**src/design/esie_pkg.sv**
```systemverilog
// Shared types and constants of the ES descriptor specific-info extractor.
// Used by every module of the block; depends on nothing.
package esie_pkg;

   localparam int MaxLengthBytesDefault = 4;
   localparam int QueueDepthDefault = 2;
   localparam int LenWidth = 28;
   localparam int CountWidth = 3;
   localparam int SkipWidth = 4;

   localparam logic [7:0] TagEs = 8'h03;
   localparam logic [7:0] TagConfig = 8'h04;
   localparam logic [7:0] TagSpecific = 8'h05;
   localparam logic [SkipWidth-1:0] SkipEs = 4'd3;
   localparam logic [SkipWidth-1:0] SkipOther = 4'd2;
   localparam logic [SkipWidth-1:0] SkipConfig = 4'd13;

   localparam logic [1:0] KindByte = 2'd0;
   localparam logic [1:0] KindOk = 2'd1;
   localparam logic [1:0] KindErr = 2'd2;

   typedef struct packed {
      logic [7:0] data_byte;
      logic       end_flag;
      logic       cont;
      logic       is_es;
      logic       is_config;
      logic       is_specific;
   } item_type;

endpackage

```
**src/design/esie_front.sv**
```systemverilog
// Front end: classifies each incoming cookie byte into an item for the queue.
// Depends on esie_pkg.
module esie_front (
   input  logic [7:0]        data_byte,
   input  logic              end_of_cookie,
   output esie_pkg::item_type item
);
   import esie_pkg::*;

   always_comb begin
      item.data_byte = data_byte;
      item.end_flag = end_of_cookie;
      item.cont = data_byte[7];
      item.is_es = (data_byte == TagEs);
      item.is_config = (data_byte == TagConfig);
      item.is_specific = (data_byte == TagSpecific);
   end

endmodule

```
**src/design/esie_queue.sv**
```systemverilog
// Short FIFO that parts the classifying front end from the parser.
// Depends on esie_pkg for the item type.
module esie_queue #(
   parameter int DEPTH = esie_pkg::QueueDepthDefault
) (
   input  logic               clock,
   input  logic               reset,
   input  logic               push,
   input  esie_pkg::item_type push_item,
   output logic               full,
   input  logic               pop,
   output logic               not_empty,
   output esie_pkg::item_type head_item
);
   import esie_pkg::*;

   localparam int PtrWidth = (DEPTH > 1) ? $clog2(DEPTH) : 1;
   localparam int CntWidth = $clog2(DEPTH + 1);
   localparam logic [PtrWidth-1:0] LastPtr = PtrWidth'(DEPTH - 1);
   localparam logic [CntWidth-1:0] FullCount = CntWidth'(DEPTH);

   item_type            mem_ff [DEPTH];
   logic [PtrWidth-1:0] wr_ptr_ff, wr_ptr_in;
   logic [PtrWidth-1:0] rd_ptr_ff, rd_ptr_in;
   logic [CntWidth-1:0] count_ff, count_in;

   assign full = (count_ff == FullCount);
   assign not_empty = (count_ff != '0);
   assign head_item = mem_ff[rd_ptr_ff];

   always_comb begin
      wr_ptr_in = wr_ptr_ff;
      rd_ptr_in = rd_ptr_ff;
      count_in = count_ff;
      if (push) begin
         wr_ptr_in = (wr_ptr_ff == LastPtr) ? '0 : wr_ptr_ff + 1'b1;
      end
      if (pop) begin
         rd_ptr_in = (rd_ptr_ff == LastPtr) ? '0 : rd_ptr_ff + 1'b1;
      end
      if (push && !pop) begin
         count_in = count_ff + 1'b1;
      end else if (pop && !push) begin
         count_in = count_ff - 1'b1;
      end
   end

   always_ff @(posedge clock) begin
      if (reset) begin
         wr_ptr_ff <= '0;
         rd_ptr_ff <= '0;
         count_ff <= '0;
      end else begin
         wr_ptr_ff <= wr_ptr_in;
         rd_ptr_ff <= rd_ptr_in;
         count_ff <= count_in;
      end
   end

   always_ff @(posedge clock) begin
      if (push) begin
         mem_ff[wr_ptr_ff] <= push_item;
      end
   end

endmodule

```
**src/design/esie_engine.sv**
```systemverilog
// Back end: descriptor parser state machine and the result output register.
// Depends on esie_pkg.
module esie_engine #(
   parameter int MAX_LENGTH_BYTES = esie_pkg::MaxLengthBytesDefault
) (
   input  logic               clock,
   input  logic               reset,
   input  logic               item_valid,
   input  esie_pkg::item_type item,
   output logic               item_take,
   output logic               rsp_valid,
   input  logic               rsp_ready,
   output logic [1:0]         rsp_kind,
   output logic [7:0]         rsp_payload_byte,
   output logic               rsp_last
);
   import esie_pkg::*;

   localparam logic [CountWidth-1:0] MaxCount = CountWidth'(MAX_LENGTH_BYTES);

   typedef enum logic [3:0] {
      PH_TAG1, PH_LEN1, PH_SKIP1, PH_TAG2, PH_LEN2,
      PH_SKIP2, PH_TAG3, PH_LEN3, PH_PAYLOAD, PH_DRAIN
   } phase_type;

   phase_type             phase_ff, phase_in;
   logic [LenWidth-1:0]   acc_ff, acc_in;
   logic [CountWidth-1:0] cnt_ff, cnt_in;
   logic [SkipWidth-1:0]  skip_ff, skip_in;
   logic                  es_ff, es_in;
   logic [LenWidth-1:0]   rem_ff, rem_in;

   logic                  rsp_valid_ff, rsp_valid_in;
   logic [1:0]            kind_ff, kind_in;
   logic [7:0]            byte_ff, byte_in;
   logic                  last_ff, last_in;

   logic                  out_free;
   logic                  have;
   logic                  done;
   logic [LenWidth-1:0]   acc_take;
   logic [CountWidth-1:0] cnt_take;
   logic                  hdr_done;
   logic [SkipWidth-1:0]  skip_dec;
   logic [LenWidth-1:0]   rem_dec;

   assign out_free = !rsp_valid_ff || rsp_ready;
   assign item_take = item_valid && out_free;
   assign rsp_valid = rsp_valid_ff;
   assign rsp_kind = kind_ff;
   assign rsp_payload_byte = byte_ff;
   assign rsp_last = last_ff;

   assign acc_take = {acc_ff[LenWidth-8:0], item.data_byte[6:0]};
   assign cnt_take = cnt_ff + 1'b1;
   assign hdr_done = !item.cont || (cnt_take >= MaxCount);
   assign skip_dec = skip_ff - 1'b1;
   assign rem_dec = rem_ff - 1'b1;

   always_comb begin
      phase_in = phase_ff;
      acc_in = acc_ff;
      cnt_in = cnt_ff;
      skip_in = skip_ff;
      es_in = es_ff;
      rem_in = rem_ff;
      have = 1'b0;
      done = 1'b0;
      kind_in = KindErr;
      byte_in = '0;
      last_in = 1'b1;
      unique case (phase_ff)
         PH_TAG1: begin
            es_in = item.is_es;
            acc_in = '0;
            cnt_in = '0;
            phase_in = PH_LEN1;
         end
         PH_LEN1: begin
            acc_in = acc_take;
            cnt_in = cnt_take;
            if (hdr_done) begin
               skip_in = es_ff ? SkipEs : SkipOther;
               phase_in = PH_SKIP1;
            end
         end
         PH_SKIP1: begin
            skip_in = skip_dec;
            if (skip_dec == '0) begin
               phase_in = PH_TAG2;
            end
         end
         PH_TAG2: begin
            if (!item.is_config) begin
               have = 1'b1;
               done = 1'b1;
            end else begin
               acc_in = '0;
               cnt_in = '0;
               phase_in = PH_LEN2;
            end
         end
         PH_LEN2: begin
            acc_in = acc_take;
            cnt_in = cnt_take;
            if (hdr_done) begin
               skip_in = SkipConfig;
               phase_in = PH_SKIP2;
            end
         end
         PH_SKIP2: begin
            skip_in = skip_dec;
            if (skip_dec == '0) begin
               phase_in = PH_TAG3;
            end
         end
         PH_TAG3: begin
            if (!item.is_specific) begin
               have = 1'b1;
               done = 1'b1;
            end else begin
               acc_in = '0;
               cnt_in = '0;
               phase_in = PH_LEN3;
            end
         end
         PH_LEN3: begin
            acc_in = acc_take;
            cnt_in = cnt_take;
            if (hdr_done) begin
               rem_in = acc_take;
               if (acc_take == '0) begin
                  have = 1'b1;
                  done = 1'b1;
                  kind_in = KindOk;
               end else begin
                  phase_in = PH_PAYLOAD;
               end
            end
         end
         PH_PAYLOAD: begin
            rem_in = rem_dec;
            have = 1'b1;
            kind_in = KindByte;
            byte_in = item.data_byte;
            last_in = (rem_dec == '0);
            done = (rem_dec == '0);
         end
         PH_DRAIN: begin
            done = 1'b1;
         end
         default: begin
            done = 1'b1;
         end
      endcase

      if (item.end_flag && !done) begin
         have = 1'b1;
         done = 1'b1;
         kind_in = KindErr;
         byte_in = '0;
         last_in = 1'b1;
      end

      if (done) begin
         if (item.end_flag) begin
            phase_in = PH_TAG1;
            acc_in = '0;
            cnt_in = '0;
            skip_in = '0;
            es_in = 1'b0;
            rem_in = '0;
         end else begin
            phase_in = PH_DRAIN;
         end
      end

      rsp_valid_in = rsp_valid_ff;
      if (out_free) begin
         rsp_valid_in = item_take && have;
      end
   end

   always_ff @(posedge clock) begin
      if (reset) begin
         phase_ff <= PH_TAG1;
         acc_ff <= '0;
         cnt_ff <= '0;
         skip_ff <= '0;
         es_ff <= 1'b0;
         rem_ff <= '0;
         rsp_valid_ff <= 1'b0;
      end else begin
         rsp_valid_ff <= rsp_valid_in;
         if (item_take) begin
            phase_ff <= phase_in;
            acc_ff <= acc_in;
            cnt_ff <= cnt_in;
            skip_ff <= skip_in;
            es_ff <= es_in;
            rem_ff <= rem_in;
         end
      end
   end

   always_ff @(posedge clock) begin
      if (item_take && have) begin
         kind_ff <= kind_in;
         byte_ff <= byte_in;
         last_ff <= last_in;
      end
   end

endmodule

```
**src/design/esds_specific_info_extractor.sv**
```systemverilog
// ES descriptor decoder-specific-info extractor, top level.
// Depends on esie_pkg, esie_front, esie_queue and esie_engine.
//
// Usage: cookie bytes arrive on the req_ channel, one byte per transfer,
// with req_end_of_cookie set on the final byte. The parser walks the ES,
// decoder-config and decoder-specific descriptor headers and returns on the
// rsp_ channel each specific-info byte (kind 0, last on the final one), a
// success with no payload (kind 1) or an error (kind 2). A byte that gives
// no result (header, skipped or drained bytes) produces no rsp_ transfer.
// Throughput: one byte per cycle while the receiver keeps taking results.
// Path: each byte is first written into the input queue; the parser step then
// takes it from the queue head and lands its result in the output register,
// which can wait behind earlier queued bytes or a stalled receiver.
// When the receiver stalls, the output register holds its result and the
// input queue keeps accepting until it is full; req_ready then drops.
// Reset clears the queue, the parser and the output valid flag; the block
// waits for the first tag of a new cookie. No clearing pass is needed.
module esds_specific_info_extractor #(
   parameter int MAX_LENGTH_BYTES = esie_pkg::MaxLengthBytesDefault,
   parameter int QUEUE_DEPTH = esie_pkg::QueueDepthDefault
) (
   input  logic       clock,
   input  logic       reset,
   input  logic       req_valid,
   output logic       req_ready,
   input  logic [7:0] req_data_byte,
   input  logic       req_end_of_cookie,
   output logic       rsp_valid,
   input  logic       rsp_ready,
   output logic [1:0] rsp_kind,
   output logic [7:0] rsp_payload_byte,
   output logic       rsp_last
);
   import esie_pkg::*;

   item_type front_item;
   item_type head_item;
   logic     q_full;
   logic     q_not_empty;
   logic     q_pop;
   logic     q_push;

   assign req_ready = !q_full;
   assign q_push = req_valid && !q_full;

   esie_front u_front (
      .data_byte     (req_data_byte),
      .end_of_cookie (req_end_of_cookie),
      .item          (front_item)
   );

   esie_queue #(
      .DEPTH (QUEUE_DEPTH)
   ) u_queue (
      .clock     (clock),
      .reset     (reset),
      .push      (q_push),
      .push_item (front_item),
      .full      (q_full),
      .pop       (q_pop),
      .not_empty (q_not_empty),
      .head_item (head_item)
   );

   esie_engine #(
      .MAX_LENGTH_BYTES (MAX_LENGTH_BYTES)
   ) u_engine (
      .clock            (clock),
      .reset            (reset),
      .item_valid       (q_not_empty),
      .item             (head_item),
      .item_take        (q_pop),
      .rsp_valid        (rsp_valid),
      .rsp_ready        (rsp_ready),
      .rsp_kind         (rsp_kind),
      .rsp_payload_byte (rsp_payload_byte),
      .rsp_last         (rsp_last)
   );

endmodule

```
**config.mk**
```make
export PLATFORM = sky130hd
export DESIGN_NAME = esds_specific_info_extractor
export DESIGN_NICKNAME = d
export VERILOG_FILES = /design/src/design/esie_pkg.sv /design/src/design/esie_front.sv /design/src/design/esie_queue.sv /design/src/design/esie_engine.sv /design/src/design/esds_specific_info_extractor.sv
export SDC_FILE = /design/constraint.sdc
export NUM_CORES = 1
export LEC_CHECK = 0
export BUFFER_PORTS_ARGS = -buffer_cell sky130_fd_sc_hd__buf_4
export CORE_MARGIN = 8
export CORE_UTILIZATION = 50
export CTS_CLUSTER_DIAMETER = 50
export DETAILED_ROUTE_END_ITERATION = 12
export PLACE_DENSITY = 0.76
export SYNTH_ARGS = -nofsm -noshare
export SYNTH_HDL_FRONTEND = slang
export SYNTH_HIERARCHICAL = 1
export SYNTH_SLANG_ARGS = --single-unit
```
**constraint.sdc**
```tcl
create_clock -name clock -period 3.3 [get_ports clock]
set_input_delay 0.66 -clock clock [delete_from_list [all_inputs] [get_ports clock]]
set_output_delay 0.66 -clock clock [all_outputs]
set_load 0.02 [all_outputs]
```
==> impl_metrics.json <==
{
  "critPathSlowestCell": "nor4_2",
  "postCtsHoldBufs": 0,
  "status": "completed",
  "fin_skew_ps": 8.35,
  "synth-seq-cells": 104,
  "worst-setup-path-type": "register to register",
  "cts_tree": "yes",
  "placement.io_buffers": 25,
  "place_congestion": 1.03,
  "min_path_cells": 1,
  "rr_endpoint": "u_engine/rsp_last",
  "syn_nets": 641,
  "die-area_mm2": 0.0147,
  "drc": 0,
  "yosysSeqAreaShare": 0.442,
  "slew_viol_final": 0,
  "finalHoldViolCount": 0,
  "synthFlopType": "dfxtp_1",
  "dieHeight_um": 121,
  "finalSetupViolations": 0,
  "ir_worst_vdd_v": 0.000587,
  "vias": 4950,
  "period_needed_ps": 3100,
  "syn-instance-count": 622,
  "r2r_slack_ps": 200,
  "post_cts_buffers": 0,
  "critical_path_required_ps": 3430,
  "grt_use_total": 0.211,
  "antenna_found_initial": 0,
  "powerDensity_mw_per_mm2": 784,
  "critPathMaxFanout": 10,
  "rows": 38,
  "layout-drive-gt1-share": 0.150,
  "worstPathCellList": "nor4_2, nand4_2, or3_1, mux2_2, nand4_1, or3_4, a31oi_4, nand2_1",
  "r2r-start": "u_engine/rem_ff[0]",
  "drtIter0Drc": 540,
  "setup_tns_ps": 0,
  "dieWidth_um": 121,
  "io_pins": 26,
  "rsz0062_at_grt": "false",
  "min_from": "req_end_of_cookie",
  "worstMarginPinSlew_ps": 739,
  "vias_per_cell": 6.40,
  "grt_max_degree": 70,
  "grt_pass1_wl_um": 24700,
  "end_kind": "register",
  "cts_resized": 0,
  "crit_path_max_incr_delay_ps": 610,
  "yosys_warnings": 6,
  "nets": 647,
  "core_region_area_mm2": 0.0108,
  "yosysUniqueCellTypes": 70,
  "htree_levels": 3,
  "overflow": 0,
  "cts_num_sinks": 104,
  "fillCellCount": 980,
  "firstDrtPassIters": 7,
  "hold_end": "u_queue/mem_ff[1][4]",
  "synth_area_per_cell_um2": 8.92,
  "start_util": 0.512,
  "holdWs_ps": 461,
  "synth_edf_count": 37,
  "placed_cells": 757,
  "clk_latency_ps": 370,
  "netlist_area_mm2": 0.00555,
  "async_flop_share": 0,
  "cts_root_buf": "clkbuf_8",
  "syn_to_final_growth_pct": 8.55,
  "period_share": 0.939,
  "hold_class": "input port to register",
  "leakagePower_nw": 2.21,
  "cp.arrival_ps": 3230,
  "cp-start-kind": "register",
  "max_freq_ghz": 0.323,
  "multi_input_area_mm2": 0.00281,
  "hpwlAfterDp_um": 10700,
  "relSlewSlack": 0.507,
  "antenna_cells": 0,
  "register_area_mm2": 0.00245,
  "reg2regPathDepth": 8,
  "routed_wl_um": 15200,
  "wl_per_cell_um": 19.7,
  "grt_pass1_vias": 4849,
  "ant_nets": 0,
  "maxCapViolCount": 0,
  "cts_buffers": 9,
  "final_cells": 773,
  "clock_path_buffers": 2,
  "path_clk_slew_ps": 110
}
[worst max-delay path by stage]
stage	endpoint	startpoint	slack, ps	depth (start not counted)
2_1_floorplan	u_engine/rsp_kind[0]	register	460	7
3_3_place_gp	u_engine/rsp_last	u_engine/rem_ff[0]	290	10
3_5_place_dp	u_engine/rsp_last	u_engine/rem_ff[1]	180	10
4_1_cts	u_engine/rsp_last	u_engine/rem_ff[0]	120	10
5_1_grt	u_engine/rsp_last	u_engine/rem_ff[0]	20	10
6_report	u_engine/rsp_last	u_engine/rem_ff[0]	200	8
[routing by layer]
metal,share of wire,global-route usage,wire length [µm],up-vias
met3,0.077,0.0493,1180,33
met1,0.42,0.266,6390,2400
met4,0.028,0.0879,425,0
met5,0,0,0,-
met2,0.47,0.340,7220,222
li1,-,-,-,2295
[cells in the final DEF, fill, tap and decap left out, types with 4 or more instances in the layout]
cell type / n
or3_1: 5
and3_1: 4
a22oi_1: 40
nor2_1: 97
buf_4: 47
dfxtp_1: 67
nand4_1: 7
nor3b_1: 6
a31oi_1: 4
o21ai_0: 37
nor2b_1: 5
a22o_1: 4
or4_1: 7
and2_1: 9
a21oi_1: 32
inv_1: 12
a222oi_1: 5
mux2_2: 14
nor4_1: 19
clkbuf_8: 9
nand2_1: 36
ha_1: 6
xnor2_1: 15
xor2_1: 7
nand3_1: 10
edfxtp_1: 37
nor3_1: 24
[synth_stat cells, types with 12 or more instances]
master | n | area [µm²]
a21oi_1 | 33 | 165
a22oi_1 | 40 | 300
clkbuf_1 | 31 | 116
dfxtp_1 | 67 | 1340
edfxtp_1 | 37 | 1110
inv_1 | 12 | 45.0
mux2_2 | 14 | 158
nand2_1 | 36 | 135
nor2_1 | 97 | 364
nor3_1 | 24 | 120
nor4_1 | 20 | 125
o21ai_0 | 37 | 185
xnor2_1 | 15 | 131
[metrics by stage]
stage / cell area [µm²] / setup slack [ps] / total power (W) / util
after global routing: 6020 / 24.1 / 0.00502 / 0.556
after global placement: 5830 / 291 / 0.00388 / 0.538
final: 6020 / 202 / 0.00472 / 0.556
after detailed placement: 5830 / 180 / 0.00393 / 0.538
after floorplan: 5550 / 465 / 0.00329 / -
after CTS: 6020 / 125 / 0.00470 / 0.555
[sequential cells by signal, indices dropped and copies added (netlist names), named ones only]
signal	count
u_engine/es_ff	1
u_queue/count_ff	2
u_engine/rsp_last	1
u_engine/cnt_ff	3
u_engine/acc_ff	21
u_engine/rsp_payload_byte	8
u_engine/rsp_valid	1
u_queue/wr_ptr_ff	1
u_engine/rem_ff	28
u_engine/skip_ff	4
u_engine/phase_ff	4
u_queue/mem_ff	26
u_queue/rd_ptr_ff	1
u_engine/rsp_kind	2
[final cells by class]
| class | instances | area share |
|---|---|---|
| clock buffer | 9 | 0.0206 |
| clock inverter | 7 | 0.00997 |
| inverter | 13 | 0.00810 |
| multi-input combinational | 453 | 0.466 |
| sequential | 104 | 0.407 |
| tap | 140 | 0.0291 |
| timing repair buffer | 47 | 0.0586 |
[report_power, final]
part           internal [W]  leakage [nW]  switching [W]  total (W)
clock              0.000290        0.0915       0.000475   0.000765
combinational      0.000841          1.24        0.00139    0.00223
sequential          0.00154         0.887       0.000193    0.00173
[logic make-up after synthesis]
kind of cell             Yosys count  synth area share
XOR/XNOR                          22            0.0347
multiplexers                      15            0.0302
adder cells (fa/ha/maj)            6            0.0135
AO/OA/AOI/OAI                    154             0.189
buffers and inverters             65            0.0546
AND/OR/NAND/NOR                  256             0.236
flip-flops                       104             0.442
[critical path: cells and delay by family, from the launching register on]
kind            cells  cell delay (ps)
flops               1              390
compound gates      1              300
simple gates        6             1920
mux                 1              250
(Power assumes the default switching activity.)
